===== src/sv/ven_pkg.sv =====
package ven_pkg;

    // Element and accumulator widths
    localparam int ELEM_BITS = 16;
    localparam int SQ_BITS   = 2 * ELEM_BITS;
    localparam int SUM_BITS  = 41;
    localparam int MAG_BITS  = 21;

    // Saturation ceiling of the running sum and the root it gives
    localparam logic [SUM_BITS-1:0] SUM_MAX = {SUM_BITS{1'b1}};
    localparam logic [MAG_BITS-1:0] MAG_AT_MAX = 21'd1482910;

    // Queue of finished sums between accumulator and root unit
    localparam int QDEPTH    = 4;
    localparam int QPTR_BITS = $clog2(QDEPTH);
    localparam int QCNT_BITS = $clog2(QDEPTH + 1);

    // One finished vector: its sum of squares and the saturation flag
    typedef struct packed {
        logic                sat;
        logic [SUM_BITS-1:0] sum;
    } acc_result_t;

endpackage


===== src/sv/ven_front.sv =====
module ven_front (
    input  logic                                 aclk,
    input  logic                                 aresetn,
    input  logic                                 s_tvalid,
    output logic                                 s_tready,
    input  logic [ven_pkg::ELEM_BITS-1:0]        s_tdata,
    input  logic                                 s_tlast,
    input  logic [ven_pkg::QCNT_BITS-1:0]        q_count,
    output logic                                 push,
    output ven_pkg::acc_result_t                 push_data
);

    logic                                 sq_valid_reg;
    logic                                 sq_last_reg;
    logic [ven_pkg::SQ_BITS-1:0]          sq_reg;
    logic [ven_pkg::SUM_BITS-1:0]         sum_reg;
    logic [ven_pkg::SUM_BITS-1:0]         sum_next;
    logic                                 ovf_reg;
    logic                                 ovf_next;
    logic                                 pending;
    logic                                 accept;
    logic [ven_pkg::ELEM_BITS-1:0]        abs_val;
    logic [ven_pkg::SUM_BITS:0]           sum_wide;
    logic                                 hit;

    // Keep room in the queue for every vector end still in flight
    assign pending  = sq_valid_reg & sq_last_reg;
    assign s_tready = (q_count + ven_pkg::QCNT_BITS'(pending))
                      < ven_pkg::QCNT_BITS'(ven_pkg::QDEPTH);
    assign accept   = s_tvalid & s_tready;

    // Magnitude of the element; the most negative value wraps to 2^(N-1)
    assign abs_val = s_tdata[ven_pkg::ELEM_BITS-1] ? (~s_tdata + 1'b1) : s_tdata;

    // Square stage
    always_ff @(posedge aclk) begin
        if (!aresetn) begin
            sq_valid_reg <= 1'b0;
        end else begin
            sq_valid_reg <= accept;
        end
    end

    always_ff @(posedge aclk) begin
        if (accept) begin
            sq_reg      <= ven_pkg::SQ_BITS'(abs_val) * ven_pkg::SQ_BITS'(abs_val);
            sq_last_reg <= s_tlast;
        end
    end

    // Saturating add of the square
    assign sum_wide = {1'b0, sum_reg} + (ven_pkg::SUM_BITS+1)'(sq_reg);
    assign hit      = sum_wide >= {1'b0, ven_pkg::SUM_MAX};
    assign sum_next = hit ? ven_pkg::SUM_MAX : sum_wide[ven_pkg::SUM_BITS-1:0];
    assign ovf_next = ovf_reg | hit;

    // Hand the finished vector to the queue
    assign push          = pending;
    assign push_data.sum = sum_next;
    assign push_data.sat = ovf_next;

    // Accumulate, clear after the last element
    always_ff @(posedge aclk) begin
        if (!aresetn) begin
            sum_reg <= '0;
            ovf_reg <= 1'b0;
        end else if (sq_valid_reg) begin
            if (sq_last_reg) begin
                sum_reg <= '0;
                ovf_reg <= 1'b0;
            end else begin
                sum_reg <= sum_next;
                ovf_reg <= ovf_next;
            end
        end
    end

endmodule


===== src/sv/ven_queue.sv =====
module ven_queue (
    input  logic                           aclk,
    input  logic                           aresetn,
    input  logic                           push,
    input  ven_pkg::acc_result_t           push_data,
    input  logic                           pop,
    output logic                           not_empty,
    output ven_pkg::acc_result_t           head,
    output logic [ven_pkg::QCNT_BITS-1:0]  count
);

    ven_pkg::acc_result_t                  mem [ven_pkg::QDEPTH];
    logic [ven_pkg::QPTR_BITS-1:0]         wr_ptr_reg;
    logic [ven_pkg::QPTR_BITS-1:0]         rd_ptr_reg;
    logic [ven_pkg::QCNT_BITS-1:0]         count_reg;

    assign count     = count_reg;
    assign not_empty = count_reg != '0;
    assign head      = mem[rd_ptr_reg];

    // Store pushed entries
    always_ff @(posedge aclk) begin
        if (push) begin
            mem[wr_ptr_reg] <= push_data;
        end
    end

    // Advance pointers and occupancy
    always_ff @(posedge aclk) begin
        if (!aresetn) begin
            wr_ptr_reg <= '0;
            rd_ptr_reg <= '0;
            count_reg  <= '0;
        end else begin
            if (push) begin
                wr_ptr_reg <= wr_ptr_reg + 1'b1;
            end
            if (pop) begin
                rd_ptr_reg <= rd_ptr_reg + 1'b1;
            end
            if (push && !pop) begin
                count_reg <= count_reg + 1'b1;
            end else if (pop && !push) begin
                count_reg <= count_reg - 1'b1;
            end
        end
    end

endmodule


===== src/sv/ven_sqrt.sv =====
module ven_sqrt (
    input  logic                           aclk,
    input  logic                           aresetn,
    input  logic                           q_valid,
    input  ven_pkg::acc_result_t           q_head,
    output logic                           pop,
    output logic                           m_tvalid,
    input  logic                           m_tready,
    output logic [ven_pkg::MAG_BITS-1:0]   mag,
    output logic                           sat
);

    localparam logic ST_IDLE = 1'b0;
    localparam logic ST_RUN  = 1'b1;

    logic                           state_reg;
    logic [ven_pkg::SUM_BITS-1:0]   rem_reg;
    logic [ven_pkg::SUM_BITS-1:0]   root_reg;
    logic [ven_pkg::SUM_BITS-1:0]   bit_reg;
    logic                           sat_run_reg;
    logic                           out_valid_reg;
    logic [ven_pkg::MAG_BITS-1:0]   mag_reg;
    logic                           sat_reg;
    logic [ven_pkg::SUM_BITS:0]     trial;
    logic                           fits;
    logic [ven_pkg::SUM_BITS-1:0]   rem_next;
    logic [ven_pkg::SUM_BITS-1:0]   root_next;
    logic                           last_step;
    logic                           out_free;
    logic                           step;

    assign m_tvalid = out_valid_reg;
    assign mag      = mag_reg;
    assign sat      = sat_reg;

    assign out_free  = !out_valid_reg || m_tready;
    assign pop       = (state_reg == ST_IDLE) && q_valid;
    assign last_step = bit_reg[0];
    assign step      = (state_reg == ST_RUN) && (!last_step || out_free);

    // One root digit per cycle while running; the last digit waits until the output register is free
    assign trial     = {1'b0, root_reg} + {1'b0, bit_reg};
    assign fits      = {1'b0, rem_reg} >= trial;
    assign rem_next  = fits ? (rem_reg - trial[ven_pkg::SUM_BITS-1:0]) : rem_reg;
    assign root_next = fits ? ((root_reg >> 1) + bit_reg) : (root_reg >> 1);

    // Sequencer
    always_ff @(posedge aclk) begin
        if (!aresetn) begin
            state_reg <= ST_IDLE;
        end else begin
            case (state_reg)
                ST_IDLE: begin
                    if (q_valid) begin
                        state_reg <= ST_RUN;
                    end
                end
                ST_RUN: begin
                    if (step && last_step) begin
                        state_reg <= ST_IDLE;
                    end
                end
                default: state_reg <= ST_IDLE;
            endcase
        end
    end

    // Load a sum, then shift through its digits
    always_ff @(posedge aclk) begin
        if (pop) begin
            rem_reg     <= q_head.sum;
            root_reg    <= '0;
            bit_reg     <= {1'b1, {(ven_pkg::SUM_BITS-1){1'b0}}};
            sat_run_reg <= q_head.sat;
        end else if (step) begin
            rem_reg  <= rem_next;
            root_reg <= root_next;
            bit_reg  <= bit_reg >> 2;
        end
    end

    // Output register
    always_ff @(posedge aclk) begin
        if (!aresetn) begin
            out_valid_reg <= 1'b0;
        end else if (step && last_step) begin
            out_valid_reg <= 1'b1;
        end else if (m_tready) begin
            out_valid_reg <= 1'b0;
        end
    end

    always_ff @(posedge aclk) begin
        if (step && last_step) begin
            mag_reg <= root_next[ven_pkg::MAG_BITS-1:0];
            sat_reg <= sat_run_reg;
        end
    end

endmodule


===== src/sv/vector_euclidean_norm.sv =====
// Path: the last element of a vector is squared and registered, its finished sum
// is queued, then the root unit works out its digits and registers the result on m_tvalid.
// Throughput: one element per cycle while the queue has room; the root unit takes a
// new sum only once it is done with the last, with a four-deep queue of finished sums absorbing short vectors.
// Reset: aresetn is synchronous and active low; it clears the running sum,
// the saturation flag, the queue and the output valid.
module vector_euclidean_norm (
    input  logic        aclk,
    input  logic        aresetn,
    input  logic        s_tvalid,
    output logic        s_tready,
    input  logic [15:0] s_tdata,   // [15:0] element
    input  logic        s_tlast,
    output logic        m_tvalid,
    input  logic        m_tready,
    output logic [23:0] m_tdata,   // [20:0] magnitude, [23:21] zero
    output logic        m_tuser    // [0] saturated
);

    logic                                  q_push;
    ven_pkg::acc_result_t                  q_push_data;
    logic                                  q_pop;
    logic                                  q_not_empty;
    ven_pkg::acc_result_t                  q_head;
    logic [ven_pkg::QCNT_BITS-1:0]         q_count;
    logic [ven_pkg::MAG_BITS-1:0]          mag;

    ven_front u_front (
        .aclk      (aclk),
        .aresetn   (aresetn),
        .s_tvalid  (s_tvalid),
        .s_tready  (s_tready),
        .s_tdata   (s_tdata),
        .s_tlast   (s_tlast),
        .q_count   (q_count),
        .push      (q_push),
        .push_data (q_push_data)
    );

    ven_queue u_queue (
        .aclk      (aclk),
        .aresetn   (aresetn),
        .push      (q_push),
        .push_data (q_push_data),
        .pop       (q_pop),
        .not_empty (q_not_empty),
        .head      (q_head),
        .count     (q_count)
    );

    ven_sqrt u_sqrt (
        .aclk     (aclk),
        .aresetn  (aresetn),
        .q_valid  (q_not_empty),
        .q_head   (q_head),
        .pop      (q_pop),
        .m_tvalid (m_tvalid),
        .m_tready (m_tready),
        .mag      (mag),
        .sat      (m_tuser)
    );

    assign m_tdata = {(24 - ven_pkg::MAG_BITS)'(0), mag};

    // Queue never overflows
    a_no_overflow: assert property (@(posedge aclk) disable iff (!aresetn)
        q_push |-> (q_count != ven_pkg::QCNT_BITS'(ven_pkg::QDEPTH)))
        else $error("finished-sum queue overflow");

    // Never pop an empty queue
    a_no_underflow: assert property (@(posedge aclk) disable iff (!aresetn)
        q_pop |-> q_not_empty)
        else $error("finished-sum queue underflow");

    // A saturated sum always yields the root of the ceiling
    a_sat_mag: assert property (@(posedge aclk) disable iff (!aresetn)
        (m_tvalid && m_tuser) |-> (mag == ven_pkg::MAG_AT_MAX))
        else $error("saturated result with wrong magnitude");

endmodule


===== config.mk =====
export PLATFORM = sky130hd
export DESIGN_NAME = vector_euclidean_norm
export DESIGN_NICKNAME = d
export VERILOG_FILES = /design/src/sv/ven_pkg.sv /design/src/sv/ven_front.sv /design/src/sv/ven_queue.sv /design/src/sv/ven_sqrt.sv /design/src/sv/vector_euclidean_norm.sv
export SDC_FILE = /design/constraint.sdc
export NUM_CORES = 1
export LEC_CHECK = 0
export BUFFER_PORTS_ARGS = -buffer_cell sky130_fd_sc_hd__buf_2
export CORE_MARGIN = 10
export CORE_UTILIZATION = 41
export CTS_BUF_LIST = sky130_fd_sc_hd__clkbuf_8
export DETAILED_ROUTE_END_ITERATION = 8
export PLACE_DENSITY = 0.58
export SLEW_MARGIN = 20
export SYNTH_ARGS = -nofsm -noshare
export SYNTH_HDL_FRONTEND = slang
export SYNTH_HIERARCHICAL = 1
export SYNTH_SLANG_ARGS = --single-unit

===== constraint.sdc =====
create_clock -name aclk -period 13 [get_ports aclk]
set_input_delay 1.3 -clock aclk [delete_from_list [all_inputs] [get_ports aclk]]
set_output_delay 1.3 -clock aclk [all_outputs]
set_load 0.02 [all_outputs]

Word-level counts from Yosys, hierarchy flattened
Memory sizes are Yosys's and may differ from the RTL's. A register that Yosys moved wholly into a read port is not among the register bits.
Cells that the tools add are included.
{"block": "op_classes", "n_addsub": 10, "n_mul": 1, "magnitude_cmp": 3, "n_mux": 19, "n_bitwise": 5, "reduce_logical": 17}
{"cell": "41-bit 2-to-1 mux", "n": 6}
{"cell": "41-bit by 32-bit adder with 42-bit output", "n": 1}
{"cell": "41-bit by 41-bit adder with 42-bit output", "n": 1}
{"cell": "41-bit by 42-bit >= comparator with 1-bit output", "n": 1}
{"cell": "42-bit by 41-bit >= comparator with 1-bit output (second input constant)", "n": 1}
{"cell": "40-bit by 41-bit adder with 41-bit output", "n": 1}
{"cell": "41-bit subtractor", "n": 1}
{"cell": "16-bit by 16-bit multiplier with 32-bit output", "n": 1}
{"cell": "16-bit by 1-bit adder with 16-bit output (second input constant)", "n": 1}
{"cell": "16-bit 2-to-1 mux", "n": 1}
{"cell": "16-bit inverter", "n": 1}
{"cell": "2-bit nonzero test", "n": 4}
{"cell": "1-bit 2-to-1 mux", "n": 7}
{"cell": "3-bit 2-to-1 mux", "n": 2}
{"cell": "1-bit logical AND", "n": 5}
{"cell": "2-bit by 1-bit adder with 2-bit output (second input constant)", "n": 2}
{"cell": "1-bit logical NOT", "n": 4}
{"cell": "2-bit 2-to-1 mux", "n": 2}
{"cell": "3-bit by 1-bit adder with 3-bit output", "n": 1}
{"cell": "3-bit by 1-bit adder with 3-bit output (second input constant)", "n": 1}
{"cell": "3-bit < comparator (second input constant)", "n": 1}
{"cell": "3-bit nonzero test", "n": 1}
{"cell": "3-bit by 1-bit subtractor with 3-bit output (second input constant)", "n": 1}
{"cell": "1-bit AND", "n": 2}
{"cell": "other kinds (5)", "n": 6}
{"block": "totals", "reg_bits": 211, "mem_bits_rw": 168, "input_bits": 21, "output_inout_bits": 27, "word_cells": 72, "memories": 1}
{"memory": "u_queue.mem", "words": 4, "width": 42, "rd": 1, "rd_ports_with_merged_regs": 1, "write_ports": 1, "line": "ven_queue.sv:12", "rtl": "ven_pkg::acc_result_t mem [ven_pkg::QDEPTH];"}

Longest topological paths before layout
{"block": "depth", "depth_word": 7, "mapped_depth": 32, "ltp_nobuf": 30}

Modules after synthesis
The synthesis kept the hierarchy.
{"module": "ven_front", "instances": 1, "cells_each": 1421, "area_each_um2": 12323.1, "seq_area_each_um2": 1821.7}
{"module": "ven_sqrt", "instances": 1, "cells_each": 1202, "area_each_um2": 10166.0, "seq_area_each_um2": 3203.1}
{"module": "ven_queue", "instances": 1, "cells_each": 262, "area_each_um2": 6552.5, "seq_area_each_um2": 5225.0}
{"module": "vector_euclidean_norm", "instances": 1, "cells_each": 4, "area_each_um2": 26.3, "seq_area_each_um2": 0.0}

Least setup slack after synthesis
Ideal clock, no wire load.
{"block": "synth_timing", "path_kind": "in2reg", "startpoint": "input s_tdata[6]", "endpoint": "register u_front/sq_reg[31] (netlist bit) (data pin)", "setup_time_ns": 0.262, "arrival_ns": 8.394, "required_ns": 12.738, "slack_ns": 4.344, "cell_stages": 29, "path_buffers": 0, "cell_sequence": "or4_1 -> nor3_1 -> and3_1 -> nand2b_1 -> xor2_1 -> nor2_1 -> fa_1 -> inv_1 -> fa_1 -> inv_1 -> fa_1 -> inv_1 -> fa_1 -> inv_1 -> fa_1 -> inv_1 -> fa_1 -> inv_1 -> ha_1 -> and2_1 -> a32o_1 -> a211oi_1 -> nor2_1 -> o211ai_1 -> a31oi_1 -> a41o_1 -> o41ai_1 -> o2111ai_1 -> xnor2_1"}
{"block": "synth_via", "elab_chain_len": 4}
{"item": "start: declaration", "line": "vector_euclidean_norm.sv:12", "rtl": "input logic [15:0] s_tdata,"}
{"item": "16-bit inverter", "line": "ven_front.sv:33", "rtl": "assign abs_val = s_tdata[ven_pkg::ELEM_BITS-1] ? (~s_tdata + 1'b1) : s_tdata;"}
{"item": "16-bit by 1-bit adder with 16-bit output", "line": "ven_front.sv:33"}
{"item": "16-bit 2-to-1 mux (*)", "line": "ven_front.sv:33"}
{"item": "16-bit by 16-bit multiplier with 32-bit output (*)", "line": "ven_front.sv:46", "rtl": "sq_reg <= ven_pkg::SQ_BITS'(abs_val) * ven_pkg::SQ_BITS'(abs_val);"}
{"item": "end signal: assignment", "line": "ven_front.sv:46"}
{"item": "end: declaration", "line": "ven_front.sv:15", "rtl": "logic [ven_pkg::SQ_BITS-1:0] sq_reg;"}
Mark *: on every way between the ends. The rest lies on a longest branch, timed or not.
A chain may end at the register's enable or synchronous reset.

Final worst setup path
{"block": "layout_timing", "startpoint": "input s_tdata[0]", "endpoint": "register u_front/sq_reg[31] (netlist bit) (data pin)"}
The elaborated chain is that of the path after synthesis.

==> results_dict.tcl <==
set metrics [dict create \
    whs_path_depth 0 \
    synthAdderAreaFrac 0.208 \
    grtUsageTotal 0.173 \
    postSynth.asyncResetShare 0 \
    crit_start "s_tdata[0]" \
    place.gp.congestion 0.910 \
    timing.final.max_slew_violations 0 \
    largest_family_of_logic_cells_by_synthesized_area "adder cells" \
    worst_r2r_path_depth 21 \
    vias 21300 \
    syn_avg_cell_area_um2 10.1 \
    critical_path.slowest_cell "sky130_fd_sc_hd__xor2_1" \
    clock_sinks 380 \
    cts-htree-levels 3 \
    yosys-mux-area-fraction 0.0425 \
    ys.warnings.count 6 \
    clk_pin_slew_worst_paths_ps 50 \
    critical_path.max_fanout 17 \
    crit_type "in -> reg" \
    synth-edff-count 264 \
    maxClockFrequency_mhz 103 \
    holdBufCountCts 0 \
    drv.max_cap_violation_count 0 \
    layout_worst_path_cycle_share 0.749 \
    yosys_most_used_dff "sky130_fd_sc_hd__edfxtp_1" \
    crit_path_max_incr_delay_ps 770 \
    post_cts_buffers 0 \
    top_register "u_queue/mem" \
    core_mm2 0.0701 \
    cts-root-to-sink-buffers 3 \
    report.final.setup_viol 0 \
    chipHeight_um 286 \
    end_kind "flop" \
    antenna_found_initial 1 \
    status "completed" \
    hpwl_um 52400 \
    routed_via_density 5.43 \
    post_synth_instance_area_mm2 0.0291 \
    dieArea_mm2 0.0819 \
    route.detailed.drc 0 \
    grt_pass1_vias 22300 \
    synth_xor_area_frac 0.0521 \
    synth_sequential_area_ratio 0.353 \
    floorplan.io_pins 48 \
    synth_simple_gate_area_share 0.141 \
    floorplan.rows 97 \
    maxSlewHeadroom 0.306 \
    synthDistinctLibCells 111 \
    reg2reg_from "u_sqrt/bit_reg[0]$_SDFFE_PP0P_" \
    buffer_ports.inserted 44 \
    postCtsResizedCells 0 \
    cts-root-buf "sky130_fd_sc_hd__clkbuf_8" \
    grt_setup_unrepaired "false" \
    worst_ep_required_time_ps 13400 \
    ant_nets 0 \
    routedWlPerCell_um 18.0 \
    synth-seq-cells 380 \
    post-place-cells 3793 \
    layout-area-overhead-vs-synth_pct 8.76 \
    worstHoldPathType "reg -> reg" \
    worst-r2r-setup-slack_ps 6440 \
    largest_reg_flops 168 \
    cts-buffers-inserted 72 \
    cp_common_cell "sky130_fd_sc_hd__inv_1" \
    global_route.overflow_total 0 \
    layoutNonFillerInstCount 3926 \
    period_minus_slack_ps 9740 \
    worst-slew-pin-transition_ps 1040 \
    worstHoldEndpoint "u_sqrt/sat$_DFFE_PP_" \
    wirelength_um 70700 \
    pin_count_of_the_biggest_net_entering_global_routing 81 \
    starting_utilization_of_the_core_area 0.414 \
    clock_latency_ps 680 \
    critical_path.startpoint_type "input port" \
    worst_clock_skew_ps 37.3 \
    fin_nets 3332 \
    worst_ep_arrival_time_ps 10140 \
    drt_iter0_markers 1178 \
    totalNegativeSetupSlack_ps 0 \
    tritoncts_clock_tree "built" \
    synth_compound_area_frac 0.143 \
    finalHoldViolCount 0 \
    post_route_cells_drive_above_1_share 0.104 \
    finalHoldWorstSlack_ps 446 \
    synthesis.instances 2889 \
    firstDrtPassIters 6 \
    min-delay-start "u_sqrt/sat_run_reg$_DFFE_PP_" \
    wire_length_of_the_first_global_routing_pass_um 116000 \
    die_w_um 286 \
    r2r-end "u_sqrt/rem_reg[6]$_DFFE_PP_" \
]
cell families (layout without fill, tap and decap cells):
family,after synthesis,after routing
compound gates,625,625
buf+inv,399,484
xor+xnor,173,173
other cells,3,15
simple gates,858,858
fa+ha+maj,384,384
flops,380,380
mux,67,67
how the worst max path moves through the flow:
stage                                         to  slack (ps)
floorplan           u_front/sq_reg[31]$_DFFE_PP_        4340
global placement    u_front/sq_reg[31]$_DFFE_PP_        2990
detailed placement  u_front/sq_reg[31]$_DFFE_PP_        2660
CTS                 u_front/sq_reg[31]$_DFFE_PP_        3350
global route        u_front/sq_reg[31]$_DFFE_PP_        2650
finish              u_front/sq_reg[31]$_DFFE_PP_        3260
critical path: cells and delay by family:
family / cells / cell delay (ps)
AOI/OAI and AO/OA: 7 / 2110
adders and majority gates: 8 / 3720
buffers and inverters: 10 / 1360
and+or+nand+nor: 4 / 660
xor gates and xnor gates: 2 / 930
synth_stat cells, drive strengths merged, types with 24 or more instances:
cell type | count | area, um2
nand2 | 299 | 1150
inv | 276 | 1040
edfxtp | 264 | 7930
nor2 | 225 | 847
ha | 217 | 2720
fa | 167 | 3340
a21oi | 164 | 840
o21ai | 125 | 626
dfxtp | 116 | 2320
xnor2 | 92 | 806
xor2 | 81 | 709
clkbuf | 69 | 262
a21o | 64 | 482
a31oi | 63 | 394
nand3 | 63 | 320
and3 | 48 | 309
buf | 44 | 380
mux4 | 42 | 953
nor3 | 38 | 206
nand4 | 32 | 206
nand2b | 26 | 163
o21a | 24 | 188
cells in the final DEF (no fill, tap or decap), types with 25 or more instances in the layout:
master and instances:
sky130_fd_sc_hd__a21o_1 63, sky130_fd_sc_hd__a21oi_1 159, sky130_fd_sc_hd__a31oi_1 63, sky130_fd_sc_hd__and3_1 44
sky130_fd_sc_hd__buf_2 44, sky130_fd_sc_hd__clkbuf_8 82, sky130_fd_sc_hd__dfxtp_1 114, sky130_fd_sc_hd__edfxtp_1 264
sky130_fd_sc_hd__fa_1 167, sky130_fd_sc_hd__ha_1 217, sky130_fd_sc_hd__inv_1 297, sky130_fd_sc_hd__mux4_2 40
sky130_fd_sc_hd__nand2_1 285, sky130_fd_sc_hd__nand2b_1 25, sky130_fd_sc_hd__nand3_1 62, sky130_fd_sc_hd__nand4_1 31
sky130_fd_sc_hd__nor2_1 223, sky130_fd_sc_hd__nor3_1 36, sky130_fd_sc_hd__o21ai_0 114, sky130_fd_sc_hd__xnor2_1 92
sky130_fd_sc_hd__xor2_1 81
final cells by class:
class / count / area [um2]
fillers: 6761 / 38500
multi-input cells: 2121 / 17200
flip-flops and latches: 380 / 10300
well taps: 940 / 1180
clock buffers: 82 / 1130
inverters: 285 / 1070
clock inverters: 50 / 423
repair buffers: 67 / 393
diodes: 1 / 2.50
metal layers:
layer	track usage	wire (um)	up-vias
li1	-	-	10300
met1	0.208	30400	10300
met2	0.301	34700	514
met3	0.0236	2590	163
met4	0.0826	3020	0
met5	0	0	-
metrics by stage:
| stage | area [um2] | utilization | worst slack, ps |
|---|---|---|---|
| final | 31600 | 0.451 | 3260 |
| after global routing | 31600 | 0.451 | 2650 |
| after CTS | 31600 | 0.451 | 3350 |
| after detailed placement | 30100 | 0.428 | 2660 |
| after global placement | 30100 | 0.428 | 2990 |
| after floorplan | 29100 | - | 4340 |
Power is left out: the tool's default activity adds up to more than one toggle a clock period on the data nets, which glitch-free logic cannot reach.
